### config.mk
export PLATFORM = sky130hd
export DESIGN_NAME = wav_header_parser_core
export DESIGN_NICKNAME = d
export VERILOG_FILES = /design/src/rtl/core/wavhp_pkg.sv /design/src/rtl/core/wavhp_step.sv /design/src/rtl/core/wav_header_parser_core.sv
export SDC_FILE = /design/constraint.sdc
export NUM_CORES = 1
export LEC_CHECK = 0
export BUFFER_PORTS_ARGS = -buffer_cell sky130_fd_sc_hd__buf_2
export CAP_MARGIN = 40
export CORE_ASPECT_RATIO = 2
export CORE_MARGIN = 3
export CORE_UTILIZATION = 45
export CTS_CLUSTER_SIZE = 40
export DETAILED_ROUTE_END_ITERATION = 10
export GPL_TIMING_DRIVEN = 1
export HOLD_SLACK_MARGIN = 0.06
export PLACE_DENSITY = 0.74
export SLEW_MARGIN = 40
export SYNTH_ARGS = -nofsm -noshare
export SYNTH_HDL_FRONTEND = slang
export SYNTH_HIERARCHICAL = 1
export SYNTH_SLANG_ARGS = --single-unit
### constraint.sdc
create_clock -name clk_i -period 5.3 [get_ports clk_i]
set_clock_uncertainty 0.2 [all_clocks]
set_input_delay 1.06 -clock clk_i [delete_from_list [all_inputs] [get_ports clk_i]]
set_output_delay 1.06 -clock clk_i [all_outputs]
set_load 0.01 [all_outputs]
### src/rtl/core/wavhp_pkg.sv
// Shared types and constants for the RIFF/WAVE header parser.
package wavhp_pkg;

  // Parse phase codes.
  localparam logic [4:0] PH_IDLE      = 5'd0;
  localparam logic [4:0] PH_MAGIC     = 5'd1;
  localparam logic [4:0] PH_RIFF_SIZE = 5'd2;
  localparam logic [4:0] PH_WAVE_ID   = 5'd3;
  localparam logic [4:0] PH_FMT_ID    = 5'd4;
  localparam logic [4:0] PH_FMT_LEN   = 5'd5;
  localparam logic [4:0] PH_FORMAT    = 5'd6;
  localparam logic [4:0] PH_CHANNELS  = 5'd7;
  localparam logic [4:0] PH_RATE      = 5'd8;
  localparam logic [4:0] PH_BYTE_RATE = 5'd9;
  localparam logic [4:0] PH_ALIGN     = 5'd10;
  localparam logic [4:0] PH_BITS      = 5'd11;
  localparam logic [4:0] PH_SKIP      = 5'd12;
  localparam logic [4:0] PH_CHUNK_ID  = 5'd13;
  localparam logic [4:0] PH_DATA_LEN  = 5'd14;
  localparam logic [4:0] PH_OTHER_LEN = 5'd15;
  localparam logic [4:0] PH_DONE      = 5'd16;

  // Status codes reported on the result stream.
  localparam logic [3:0] ST_READY     = 4'd0;
  localparam logic [3:0] ST_NIST      = 4'd1;
  localparam logic [3:0] ST_RAW       = 4'd2;
  localparam logic [3:0] ST_NOT_WAVE  = 4'd3;
  localparam logic [3:0] ST_NO_FMT    = 4'd4;
  localparam logic [3:0] ST_NOT_PCM   = 4'd5;
  localparam logic [3:0] ST_NOT_MONO  = 4'd6;
  localparam logic [3:0] ST_NOT_16BIT = 4'd7;
  localparam logic [3:0] ST_TRUNC     = 4'd8;

  // Four-character tags as they appear once collected little-endian.
  localparam logic [31:0] TAG_RIFF = 32'h4646_4952;
  localparam logic [31:0] TAG_NIST = 32'h5453_494E;
  localparam logic [31:0] TAG_WAVE = 32'h4556_4157;
  localparam logic [31:0] TAG_FMT  = 32'h2074_6D66;
  localparam logic [31:0] TAG_DATA = 32'h6174_6164;

  localparam logic [31:0] FMT_BASE_LEN = 32'd16;
  localparam logic [15:0] PCM_FORMAT   = 16'd1;
  localparam logic [15:0] MONO_CHANS   = 16'd1;
  localparam logic [15:0] BITS_16      = 16'd16;

  typedef struct packed {
    logic [4:0]  phase;
    logic [1:0]  idx;
    logic [31:0] shift;
    logic [31:0] fmt_len;
    logic [31:0] skip;
    logic [31:0] rate;
  } wavhp_state_t;

  typedef struct packed {
    logic [3:0]  status;
    logic [31:0] wav_rate;
    logic        rate_mismatch;
  } wavhp_result_t;

endpackage

### src/rtl/core/wavhp_step.sv
// Next-state and verdict logic of the header parser for one byte.
module wavhp_step (
  input  wavhp_pkg::wavhp_state_t  st_i,
  input  logic [7:0]               data_byte_i,
  input  logic                     first_byte_i,
  input  logic                     end_of_file_i,
  input  logic [31:0]              expected_rate_i,
  output wavhp_pkg::wavhp_state_t  st_o,
  output logic                     res_valid_o,
  output wavhp_pkg::wavhp_result_t res_o
);

  always_comb begin
    wavhp_pkg::wavhp_state_t cur;
    wavhp_pkg::wavhp_state_t nxt;
    logic        emit;
    logic        ready;
    logic [3:0]  code;
    logic        two_byte;
    logic        last;
    logic [31:0] v;
    logic [15:0] half;
    logic [31:0] extra;

    cur = st_i;
    if (first_byte_i) begin
      cur.phase   = wavhp_pkg::PH_MAGIC;
      cur.idx     = 2'd0;
      cur.shift   = '0;
      cur.fmt_len = '0;
      cur.skip    = '0;
      cur.rate    = '0;
    end
    nxt      = cur;
    emit     = 1'b0;
    ready    = 1'b0;
    code     = wavhp_pkg::ST_READY;
    two_byte = 1'b0;
    last     = 1'b0;
    v        = '0;
    half     = '0;
    extra    = '0;

    if (cur.phase != wavhp_pkg::PH_IDLE && cur.phase < wavhp_pkg::PH_DONE) begin
      if (cur.phase == wavhp_pkg::PH_SKIP) begin
        nxt.skip = cur.skip - 32'd1;
        if (nxt.skip == '0) begin
          nxt.phase = wavhp_pkg::PH_CHUNK_ID;
        end
      end else begin
        nxt.shift = {data_byte_i, cur.shift[31:8]};
        two_byte  = (cur.phase == wavhp_pkg::PH_FORMAT) ||
                    (cur.phase == wavhp_pkg::PH_CHANNELS) ||
                    (cur.phase == wavhp_pkg::PH_ALIGN) ||
                    (cur.phase == wavhp_pkg::PH_BITS);
        last      = two_byte ? (cur.idx != 2'd0) : (cur.idx == 2'd3);
        if (!last) begin
          nxt.idx = cur.idx + 2'd1;
        end else begin
          nxt.idx = 2'd0;
          v       = nxt.shift;
          half    = nxt.shift[31:16];
          unique case (cur.phase)
            wavhp_pkg::PH_MAGIC: begin
              if (v == wavhp_pkg::TAG_RIFF) begin
                nxt.phase = wavhp_pkg::PH_RIFF_SIZE;
              end else if (v == wavhp_pkg::TAG_NIST) begin
                emit = 1'b1;
                code = wavhp_pkg::ST_NIST;
              end else begin
                emit = 1'b1;
                code = wavhp_pkg::ST_RAW;
              end
            end
            wavhp_pkg::PH_RIFF_SIZE: nxt.phase = wavhp_pkg::PH_WAVE_ID;
            wavhp_pkg::PH_WAVE_ID: begin
              if (v != wavhp_pkg::TAG_WAVE) begin
                emit = 1'b1;
                code = wavhp_pkg::ST_NOT_WAVE;
              end else begin
                nxt.phase = wavhp_pkg::PH_FMT_ID;
              end
            end
            wavhp_pkg::PH_FMT_ID: begin
              if (v != wavhp_pkg::TAG_FMT) begin
                emit = 1'b1;
                code = wavhp_pkg::ST_NO_FMT;
              end else begin
                nxt.phase = wavhp_pkg::PH_FMT_LEN;
              end
            end
            wavhp_pkg::PH_FMT_LEN: begin
              nxt.fmt_len = v;
              nxt.phase   = wavhp_pkg::PH_FORMAT;
            end
            wavhp_pkg::PH_FORMAT: begin
              if (half != wavhp_pkg::PCM_FORMAT) begin
                emit = 1'b1;
                code = wavhp_pkg::ST_NOT_PCM;
              end else begin
                nxt.phase = wavhp_pkg::PH_CHANNELS;
              end
            end
            wavhp_pkg::PH_CHANNELS: begin
              if (half != wavhp_pkg::MONO_CHANS) begin
                emit = 1'b1;
                code = wavhp_pkg::ST_NOT_MONO;
              end else begin
                nxt.phase = wavhp_pkg::PH_RATE;
              end
            end
            wavhp_pkg::PH_RATE: begin
              nxt.rate  = v;
              nxt.phase = wavhp_pkg::PH_BYTE_RATE;
            end
            wavhp_pkg::PH_BYTE_RATE: nxt.phase = wavhp_pkg::PH_ALIGN;
            wavhp_pkg::PH_ALIGN:     nxt.phase = wavhp_pkg::PH_BITS;
            wavhp_pkg::PH_BITS: begin
              if (half != wavhp_pkg::BITS_16) begin
                emit = 1'b1;
                code = wavhp_pkg::ST_NOT_16BIT;
              end else begin
                extra = (cur.fmt_len > wavhp_pkg::FMT_BASE_LEN) ?
                        (cur.fmt_len - wavhp_pkg::FMT_BASE_LEN) : '0;
                nxt.skip  = extra;
                nxt.phase = (extra == '0) ? wavhp_pkg::PH_CHUNK_ID : wavhp_pkg::PH_SKIP;
              end
            end
            wavhp_pkg::PH_CHUNK_ID: begin
              nxt.phase = (v == wavhp_pkg::TAG_DATA) ? wavhp_pkg::PH_DATA_LEN :
                                                       wavhp_pkg::PH_OTHER_LEN;
            end
            wavhp_pkg::PH_DATA_LEN: begin
              emit  = 1'b1;
              ready = 1'b1;
              code  = wavhp_pkg::ST_READY;
            end
            wavhp_pkg::PH_OTHER_LEN: begin
              nxt.skip  = v;
              nxt.phase = (v == '0) ? wavhp_pkg::PH_CHUNK_ID : wavhp_pkg::PH_SKIP;
            end
            default: nxt.phase = wavhp_pkg::PH_DONE;
          endcase
        end
      end
      // A byte that ends the file without giving a verdict means the header was cut short.
      if (!emit && end_of_file_i) begin
        emit = 1'b1;
        code = wavhp_pkg::ST_TRUNC;
      end
      if (emit) begin
        nxt.phase = wavhp_pkg::PH_DONE;
      end
    end

    st_o                = nxt;
    res_valid_o         = emit;
    res_o.status        = code;
    res_o.wav_rate      = ready ? cur.rate : '0;
    res_o.rate_mismatch = ready && (expected_rate_i != '0) && (expected_rate_i != cur.rate);
  end

endmodule

### src/rtl/core/wav_header_parser_core.sv
// Top level of the RIFF/WAVE PCM header parser with its stream ports.
// A byte accepted into the input register goes through the parse step into the result register.
// Throughput: one byte per cycle while results drain, limited by the single parse step.
// The input register frees up whenever the result register is empty or being drained.
// Reset: rst_ni is asynchronous and active low; it clears both valid flags, the parser
// state and the configured rate, after which bytes are ignored until a first-byte beat.
module wav_header_parser_core (
  input  logic        clk_i,
  input  logic        rst_ni,
  // Configuration: the expected sample rate, zero accepts any rate.
  input  logic        cfg_we_i,
  input  logic [31:0] cfg_wdata_i,
  // Input stream, one file byte per beat.
  input  logic        s_axis_tvalid_i,
  output logic        s_axis_tready_o,
  input  logic [7:0]  s_axis_tdata_i,   // [7:0] data_byte
  input  logic        s_axis_tuser_i,   // [0] first_byte
  input  logic        s_axis_tlast_i,   // end_of_file
  // Result stream, at most one beat per file.
  output logic        m_axis_tvalid_o,
  input  logic        m_axis_tready_i,
  output logic [39:0] m_axis_tdata_o    // [3:0] status, [35:4] wav_rate,
                                        // [36] rate_mismatch, [39:37] zero
);

  // Configured rate; the user must write it only while the parser is quiet; not enforced.
  logic [31:0] exp_rate_q;

  // Input register holding one byte beat.
  logic       in_valid_q;
  logic [7:0] in_byte_q;
  logic       in_first_q;
  logic       in_eof_q;

  // Parser state and the result register.
  wavhp_pkg::wavhp_state_t  st_q, st_d;
  wavhp_pkg::wavhp_result_t out_q, res_d;
  logic                     out_valid_q;
  logic                     res_valid_d;

  logic advance;
  logic s_fire;
  logic step_fire;

  // The parse step may run when the result register is empty or drains this cycle.
  assign advance         = !out_valid_q || m_axis_tready_i;
  assign s_axis_tready_o = !in_valid_q || advance;
  assign s_fire          = s_axis_tvalid_i && s_axis_tready_o;
  assign step_fire       = in_valid_q && advance;

  wavhp_step u_step (
    .st_i            (st_q),
    .data_byte_i     (in_byte_q),
    .first_byte_i    (in_first_q),
    .end_of_file_i   (in_eof_q),
    .expected_rate_i (exp_rate_q),
    .st_o            (st_d),
    .res_valid_o     (res_valid_d),
    .res_o           (res_d)
  );

  always_ff @(posedge clk_i or negedge rst_ni) begin
    if (!rst_ni) begin
      exp_rate_q <= '0;
    end else if (cfg_we_i) begin
      exp_rate_q <= cfg_wdata_i;
    end
  end

  // Control: valid flags and parser state.
  always_ff @(posedge clk_i or negedge rst_ni) begin
    if (!rst_ni) begin
      in_valid_q  <= 1'b0;
      out_valid_q <= 1'b0;
      st_q        <= '{phase: wavhp_pkg::PH_IDLE, idx: 2'd0, shift: '0, fmt_len: '0,
                       skip: '0, rate: '0};
    end else begin
      if (s_fire) begin
        in_valid_q <= 1'b1;
      end else if (step_fire) begin
        in_valid_q <= 1'b0;
      end
      if (step_fire) begin
        st_q        <= st_d;
        out_valid_q <= res_valid_d;
      end else if (m_axis_tready_i) begin
        out_valid_q <= 1'b0;
      end
    end
  end

  // Payload registers carry no reset.
  always_ff @(posedge clk_i) begin
    if (s_fire) begin
      in_byte_q  <= s_axis_tdata_i;
      in_first_q <= s_axis_tuser_i;
      in_eof_q   <= s_axis_tlast_i;
    end
    if (step_fire && res_valid_d) begin
      out_q <= res_d;
    end
  end

  assign m_axis_tvalid_o = out_valid_q;
  assign m_axis_tdata_o  = {3'b000, out_q.rate_mismatch, out_q.wav_rate, out_q.status};

  // A verdict other than ready never carries a rate or a mismatch flag.
  a_non_ready_clean: assert property (@(posedge clk_i) disable iff (!rst_ni)
    (out_valid_q && out_q.status != wavhp_pkg::ST_READY) |->
      (out_q.wav_rate == '0 && !out_q.rate_mismatch))
    else $error("non-ready verdict carries rate or mismatch");

  // Only the defined status codes ever leave the block.
  a_status_range: assert property (@(posedge clk_i) disable iff (!rst_ni)
    out_valid_q |-> (out_q.status <= wavhp_pkg::ST_TRUNC))
    else $error("status code out of range");

  // A byte skip in progress always has bytes left to skip.
  a_skip_nonzero: assert property (@(posedge clk_i) disable iff (!rst_ni)
    (st_q.phase == wavhp_pkg::PH_SKIP) |-> (st_q.skip != '0))
    else $error("skip phase with zero bytes remaining");

  // Once a first-byte beat is parsed, the parser never falls back to waiting.
  a_first_starts: assert property (@(posedge clk_i) disable iff (!rst_ni)
    (step_fire && in_first_q) |=> (st_q.phase != wavhp_pkg::PH_IDLE))
    else $error("parser idle after a first byte");

  // A verdict always moves the parser into its done phase.
  a_verdict_done: assert property (@(posedge clk_i) disable iff (!rst_ni)
    (step_fire && res_valid_d) |=> (st_q.phase == wavhp_pkg::PH_DONE))
    else $error("verdict without entering done phase");

endmodule

Word-level counts from Yosys, hierarchy flattened
Cells that the tools add are included.
- order comparisons: 2
- add/sub/neg operators: 3
- eq/ne operators: 24
- mux-type cells: 58
- reductions and logical operators: 25
- bitwise gates (word level): 2
- operators by type and width (operator ; count):
    135-bit two-way mux ; 2
    32-bit two-way mux ; 6
    32-bit by 31-bit == test with 1-bit output (second input constant) ; 3
    32-bit logical NOT ; 3
    96-bit two-way mux ; 1
    5-bit case mux with 14 select lines ; 1
    66-bit two-way mux ; 1
    32-bit case mux with 2 select lines ; 1
    5-bit two-way mux ; 10
    5-bit by 4-bit == test with 1-bit output (second input constant) ; 8
    32-bit by 5-bit greater-than comparator with 1-bit output (second input constant) ; 1
    32-bit by 30-bit inequality test with 1-bit output (second input constant) ; 1
    32-bit by 31-bit inequality test with 1-bit output (second input constant) ; 1
    32-bit inequality test ; 1
    32-bit nonzero test ; 1
    32-bit by 1-bit subtractor with 32-bit output (second input constant) ; 1
    32-bit by 5-bit subtractor with 32-bit output (second input constant) ; 1
    4-bit case mux with 6 select lines ; 1
    1-bit two-way mux ; 23
    5-bit by 3-bit == test with 1-bit output (second input constant) ; 4
    4-bit two-way mux ; 4
    16-bit by 1-bit inequality test with 1-bit output (second input constant) ; 1
    16-bit by 5-bit inequality test with 1-bit output (second input constant) ; 1
    3-bit two-way mux ; 4
    other kinds (15) ; 33
- register bits after elaboration: 216
- output and inout port bits: 42
- logic and storage cells: 130
- input bits: 47

Longest topological paths before layout
Gate-level depths: netlist of the first run.
- depth after elaboration: 15
- gate-level depth with buffers: 20
- mapped depth without buffers: 12

By module
Netlist of the first run, hierarchy kept.
- by module, submodules not included (module ; area each (µm²) ; cells an instance ; times used ; seq. area each (µm²)):
    wav_header_parser_core ; 7920.1 ; 414 ; 1 ; 5640.4
    wavhp_step ; 6621.4 ; 1215 ; 1 ; 0.0

Worst setup path after synthesis of the first run
Ideal clock, no wire load.
- path kind: flip-flop to flip-flop
- start point: register in_first_q
- end point: register out_q (netlist bit m_axis_tdata_o[0]), enable pin
- path slack: -0.297 ns
- clock period less this slack: 5.597 ns
- buffers on the path: 6
- library setup time: 0.431 ns
- arrival time: 4.966 ns
- required time: 4.669 ns
- stages on the path, launching flop included: 19
- cell sequence: edfxtp_1 buf_2 buf_2 inv_1 clkbuf_1 clkbuf_1 clkbuf_1 clkbuf_1 nand2_1 inv_1 ha_1 inv_1 mux2_2 nor2_1 o31ai_2 and2b_2 nor2_2 nand2_1 nor2_1
- longest elaborated chain between the ends: 15
- elaborated cells between the ends (all ways): 40
- those cells by class: order compare (1); eq/ne (15); mux (14); reduce/logical (10)
- ends and longest elaborated chain (item ; line ; source):
    from (decl) ; wav_header_parser_core.sv:32 ; logic in_first_q;
    from (signal assigned) ; wav_header_parser_core.sv:96 ; in_first_q <= s_axis_tuser_i;
    135-bit two-way mux * ; wavhp_step.sv:26 ; if (first_byte_i) begin
    parallel branches: the longest is 12 deep, another holds 32-bit by 30-bit inequality test with 1-bit output ; - ;
    1-bit two-way mux * ; wavhp_step.sv:44 ; if (cur.phase != wavhp_pkg::PH_IDLE && cur.phase < wavhp_pkg::PH_DONE) begin
    via res_valid_d ; wav_header_parser_core.sv:39 ; logic res_valid_d;
    1-bit logical AND * ; wav_header_parser_core.sv:99 ; if (step_fire && res_valid_d) begin
    to (signal assigned) ; wav_header_parser_core.sv:100 ; out_q <= res_d;
    to (decl) ; wav_header_parser_core.sv:37 ; wavhp_pkg::wavhp_result_t out_q, res_d;
Mark *: on every way through the listed nets, which the timed path passes. The select of a mux whose other input is x is not followed.
A chain may end at the register's enable or synchronous reset.

Worst setup path in the final report of the first run
- start point: register in_first_q
- end point: register out_q (netlist bit m_axis_tdata_o[26]), enable pin
The elaborated chain is that of the path after synthesis.

==> impl_metrics.py, run 1 <==
metrics = {
    "status": {
        "status": "finished clean",
    },
    "worst_setup_path": {
        "worst_path_largest_cell_delay_ps": 540,
        "cp_max_fo": 47,
        "worstPathRequired_ps": 5270,
        "cp_slowest_cell": "buf_4",
        "path_buf_inv": 3,
        "cp-start-kind": "flip-flop",
        "crit_family": "buffers and inverters",
        "worst_setup_path_end_kind": "flip-flop",
        "crit_top_cell": "buf_4",
        "critical_path_arrival_ps": 4200,
        "worstPathCellList": "buf_4 -> buf_4 -> nor2b_1 -> and4bb_2 -> a41oi_1 -> o21bai_1 -> o31ai_2 -> and2b_2 -> nor2_2 -> nand2_1 -> nor2_4 -> buf_4",
        "worstSetupPathType": "flip-flop to flip-flop",
    },
    "clock_tree": {
        "cts_tree": "built",
        "clock-sinks": 208,
        "cts-root-buf": "clkbuf_16",
        "post_cts_buffers": 0,
        "cts_resized": 0,
        "clk_pin_slew_ps": 70,
        "cts.hold.buffers_added": 0,
        "cts.path.max_buffers": 3,
        "ctsHtreeMaxLevel": 1,
        "insertion_delay_ps": 550,
        "cts_buffers": 21,
    },
    "timing": {
        "fin_setup_tns_ps": 0,
        "fin_crit_ps": 4220,
        "period_share_pct": 79.7,
        "hold_violations": 0,
        "fmax_mhz": 237,
        "rsz0062_at_grt": "false",
        "finalSetupViolations": 0,
        "slew_viol_final": 0,
        "worstMarginPinSlew_ps": 884,
        "slew_headroom_pct": 40.6,
    },
    "detailed_routing": {
        "num_vias": 13200,
        "ant_nets": 0,
        "dr.pass1.iters": 8,
        "route.detailed.wl_per_inst_um": 26.1,
        "drt-initial-drc-count": 1410,
        "drc": 0,
        "via_per_inst": 6.50,
        "wl_um": 53100,
    },
    "final_layout": {
        "n_antenna_cell": 0,
        "layout-drive-gt1-share_pct": 21.3,
        "fillCellCount": 2859,
        "nets": 1653,
        "utilization_pct": 50.3,
        "syn_to_final_growth_pct": 9.92,
    },
    "floorplan": {
        "die_w_um": 131,
        "dieArea_um2": 33700,
        "io_pins": 89,
        "rows": 91,
        "core_area_um2": 30900,
        "initial_core_util_pct": 45.8,
        "dieHeight_um": 257,
    },
    "power_and_ir_drop": {
        "p_leak_uw": 0.00654,
        "vdd_drop_max_uv": 212,
        "pwr_density_cell_nw_per_um2": 288,
    },
    "synthesis": {
        "yosysWarningCount": 6,
        "synth_area_um2": 14100,
        "synthCells": 1589,
        "syn_avg_cell_area_um2": 8.89,
    },
    "place": {
        "port_buffers": 85,
        "hpwl_um": 37400,
        "gp_congestion": 1.01,
    },
    "global_routing": {
        "antenna_found_initial": 0,
        "grt_pass1_wl_um": 79600,
        "first_global_vias": 13100,
        "track_usage_pct": 30.6,
        "grt_max_degree": 92,
        "grt_overflow": 0,
    },
    "worst_hold_path": {
        "min_path_type": "input pin to asynchronous set/reset pin",
    },
    "run": {
        "maxCapViolCount": 0,
    },
}
[metrics by stage]
stage	total power, uW	hold slack (ps)	area [um^2]	instances	setup WS [ps]
after floorplan	2550	276	14100	1591	313
after global placement	2910	297	14800	1994	1300
after detailed placement	2930	305	14800	1994	1190
after CTS	4450	322	15500	2032	1160
after global routing	4610	207	15500	2033	951
final	4470	202	15500	2033	1080
[metal layers]
layer / vias up / GRT usage (%) / share of wire [%] / wire length [um]
met5: - / 0 / 0 / 0
met4: 0 / 26.5 / 11 / 5710
met3: 266 / 4.14 / 6.1 / 3230
met2: 705 / 54.9 / 51 / 27000
met1: 6371 / 30.7 / 32 / 17100
li1: 5866 / - / - / -
[state kept, by name, indices dropped and copies added, names as in the netlist]
| signal | count |
|---|---|
| exp_rate_q | 32 |
| m_axis_tvalid_o | 1 |
| m_axis_tdata_o | 37 |
| in_valid_q | 1 |
| in_byte_q | 8 |
| in_eof_q | 1 |
| in_first_q | 1 |
| st_q | 127 |
[placed cells by master, fill, tap and decap left out, types with 12 or more instances in the layout]
cell type,n
nand3_1,30
mux2_4,42
a21oi_1,102
xnor2_1,31
edfxtp_1,47
nand2_1,245
mux2_2,117
a22oi_1,14
nor2b_1,12
clkbuf_16,22
buf_4,32
o22ai_1,16
nand4_1,25
nor3_1,37
or4_1,18
inv_1,23
o21ai_0,92
buf_2,84
nor4_1,36
dfrtp_1,161
o211ai_1,12
a31oi_1,25
and3_1,42
nor4bb_1,17
nor2_1,125
[power by group]
group	switching [uW]	internal [uW]
Combinational	529	348
Clock	695	842
Sequential	298	1760
[cell type report]
cell class	instances	area [um^2]	area share (%)
Timing Repair Buffer	119	723	4.66
Clock buffer	26	586	3.77
Inverter	24	90.1	0.580
Clock inverter	12	100	0.645
Multi-Input combinational cell	1226	8060	51.9
Sequential cell	208	5440	35.0
Tap cell	418	523	3.37
[path summary, 6_finish.rpt]
check                           slack [ps]            endpoint  cells after the start       start
min in group clk_i                     320           st_q[129]                      1   st_q[129]
worst max register to register        1080  m_axis_tdata_o[26]                     12  in_first_q
worst min-delay path                   200      exp_rate_q[13]                      1      rst_ni
max in group asynchronous             3980            st_q[19]                      2      rst_ni
worst max-delay path                  1080  m_axis_tdata_o[26]                     12  in_first_q
worst min register to register         320           st_q[129]                      1   st_q[129]
(Power assumes the default switching activity.)
==> run 2, diff against run 1 <==
--- a/config.mk
+++ b/config.mk
@@ -14,7 +14,7 @@
 export DETAILED_ROUTE_END_ITERATION = 10
 export GPL_TIMING_DRIVEN = 1
 export HOLD_SLACK_MARGIN = 0.06
-export PLACE_DENSITY = 0.74
+export PLACE_DENSITY = 0.72
 export SLEW_MARGIN = 40
 export SYNTH_ARGS = -nofsm -noshare
 export SYNTH_HDL_FRONTEND = slang
==> constraint.sdc (replaced) <==
create_clock -name clk_i -period 4.1 [get_ports clk_i]
set_clock_uncertainty 0.2 [all_clocks]
set_input_delay 0.82 -clock clk_i [delete_from_list [all_inputs] [get_ports clk_i]]
set_output_delay 0.82 -clock clk_i [all_outputs]
set_load 0.01 [all_outputs]
==> impl_metrics.py, run 2 (synthesis results as in run 1) <==
metrics = {
    "detailed_routing": {
        "wl_um": 53800,
        "drc": 0,
        "drt-initial-drc-count": 1376,
        "via_per_inst": 6.46,
        "route.detailed.wl_per_inst_um": 25.8,
        "dr.pass1.iters": 9,
        "num_vias": 13500,
        "ant_nets": 0,
    },
    "floorplan": {
        "rows": 91,
        "core_area_um2": 30900,
        "dieArea_um2": 33700,
        "io_pins": 89,
        "dieHeight_um": 257,
        "initial_core_util_pct": 45.8,
        "die_w_um": 131,
    },
    "power_and_ir_drop": {
        "p_leak_uw": 0.00680,
        "pwr_density_cell_nw_per_um2": 379,
        "power_frac_comb_pct": 23.3,
        "swShare_pct": 33.7,
        "p_switching_uw": 2040,
        "p_int_uw": 4000,
        "vdd_drop_max_uv": 250,
        "pwr-share-clk_pct": 34.5,
        "seqPwrFrac_pct": 42.2,
    },
    "run": {
        "maxCapViolCount": 0,
    },
    "worst_setup_path": {
        "cp-start-kind": "flip-flop",
        "crit_top_cell": "nand2_1",
        "reg2reg_to": "m_axis_tdata_o[10]",
        "crit_family": "simple AND/OR/NAND/NOR gates",
        "worstSetupPathType": "flip-flop to flip-flop",
        "endpoint": "m_axis_tdata_o[10]",
        "critical_path_arrival_ps": 3930,
        "reg2reg_depth": 10,
        "worstPathRequired_ps": 4190,
        "worst_setup_path_end_kind": "flip-flop",
        "crit_start": "st_q[113]",
        "cp_slowest_cell": "nor4_1",
        "r2r_slack_ps": 260,
        "path_buf_inv": 1,
        "cp_max_fo": 21,
        "worst_path_largest_cell_delay_ps": 610,
        "worstPathCellList": "nor4_1 -> nand2_1 -> or4_1 -> a211o_1 -> o31ai_2 -> and2b_2 -> nor2_2 -> nand2_1 -> nor2_4 -> buf_8",
        "r2r-start": "st_q[113]",
        "cp.depth": 10,
    },
    "global_routing": {
        "antenna_found_initial": 1,
        "track_usage_pct": 30.8,
        "grt_max_degree": 65,
        "first_global_vias": 13300,
        "grt_overflow": 0,
        "grt_pass1_wl_um": 80400,
    },
    "place": {
        "hpwl_um": 38800,
        "pre_cts_ws_ps": 375,
        "port_buffers": 85,
        "gp_congestion": 1.02,
    },
    "worst_hold_path": {
        "min-delay-start": "s_axis_tuser_i",
        "min_path_type": "input pin to flip-flop",
    },
    "timing": {
        "period_share_pct": 93.6,
        "slew_viol_final": 0,
        "fin_setup_tns_ps": 0,
        "fmax_mhz": 261,
        "hold_violations": 0,
        "rsz0062_at_grt": "false",
        "worstMarginPinSlew_ps": 858,
        "fin_crit_ps": 3840,
        "fin_ws_ps": 264,
        "finalSetupViolations": 0,
        "slew_headroom_pct": 42.8,
    },
    "clock_tree": {
        "insertion_delay_ps": 550,
        "cts.path.max_buffers": 3,
        "cts_buffers": 21,
        "cts_resized": 0,
        "clk_pin_slew_ps": 70,
        "ctsHtreeMaxLevel": 1,
        "cts-root-buf": "clkbuf_16",
        "clock-sinks": 208,
        "cts_tree": "built",
    },
    "final_layout": {
        "largest_reg_flops": 127,
        "layout-drive-gt1-share_pct": 23.4,
        "largest_register": "st_q",
        "nets": 1702,
        "syn_to_final_growth_pct": 13.0,
        "layout_common_cells": "nand2_1 (245), dfrtp_1 (161), nor2_1 (125)",
        "final_common_cell": "nand2_1",
    },
    "status": {
        "status": "finished clean",
    },
}
-- run 2: worst min-delay path by stage --
stage	slack, ps	cells after the start	end
2_1_floorplan	280	1	st_q[121]
3_3_place_gp	300	1	st_q[129]
3_5_place_dp	320	1	st_q[129]
4_1_cts	250	1	in_byte_q[6]
5_1_grt	260	1	in_first_q
6_report	250	1	in_first_q
-- run 2: worst reg2reg max path, stage by stage (launching register included) --
cell     delay, ps
dfrtp_1        600
nor4_1         620
nand2_1        120
or4_1          570
a211o_1        350
o31ai_2        350
and2b_2        250
nor2_2          60
nand2_1        120
nor2_4         120
buf_8          210
-- run 2: final cells by class --
cell class	instances	area, um^2
Fill cell	2822	14900
Multi-Input combinational cell	1226	8060
Sequential cell	208	5440
Timing Repair Buffer	168	1120
Clock buffer	29	586
Tap cell	418	523
Clock inverter	9	134
Inverter	24	90.1
Antenna cell	1	2.50
-- run 2: metal layers --
layer | global-route usage (%) | routed length, um | vias up
li1 | - | - | 5939
met1 | 29.4 | 16900 | 6476
met2 | 56.3 | 27600 | 774
met3 | 4.77 | 3390 | 265
met4 | 27.5 | 5890 | 0
met5 | 0 | 0 | -
-- run 2: through the flow --
step | utilization, % | hold slack (ps) | total power [uW] | area, um^2 | instances
floorplan | - | 276 | 3300 | 14100 | 1591
global placement | 49.2 | 299 | 3900 | 15200 | 2041
detailed placement | 49.3 | 322 | 3930 | 15200 | 2042
CTS | 51.6 | 252 | 6000 | 15900 | 2081
global route | 51.7 | 261 | 6200 | 16000 | 2083
finish | 51.7 | 253 | 6040 | 16000 | 2083
-- run 2: repair_timing --
action,CTS,global route
hold buffers,1,0
hold endpoints to repair,9,0
setup endpoints to repair,0,0
buffers inserted,0,0
-- run 2: power groups by stage --
stage                     combinational, uW  sequential (uW)  clock [uW]
after floorplan                         837             2460           0
after global placement                 1330             2570           0
after detailed placement               1350             2570           0
after CTS                              1360             2540        2100
after global routing                   1460             2560        2180
final                                  1410             2550        2090
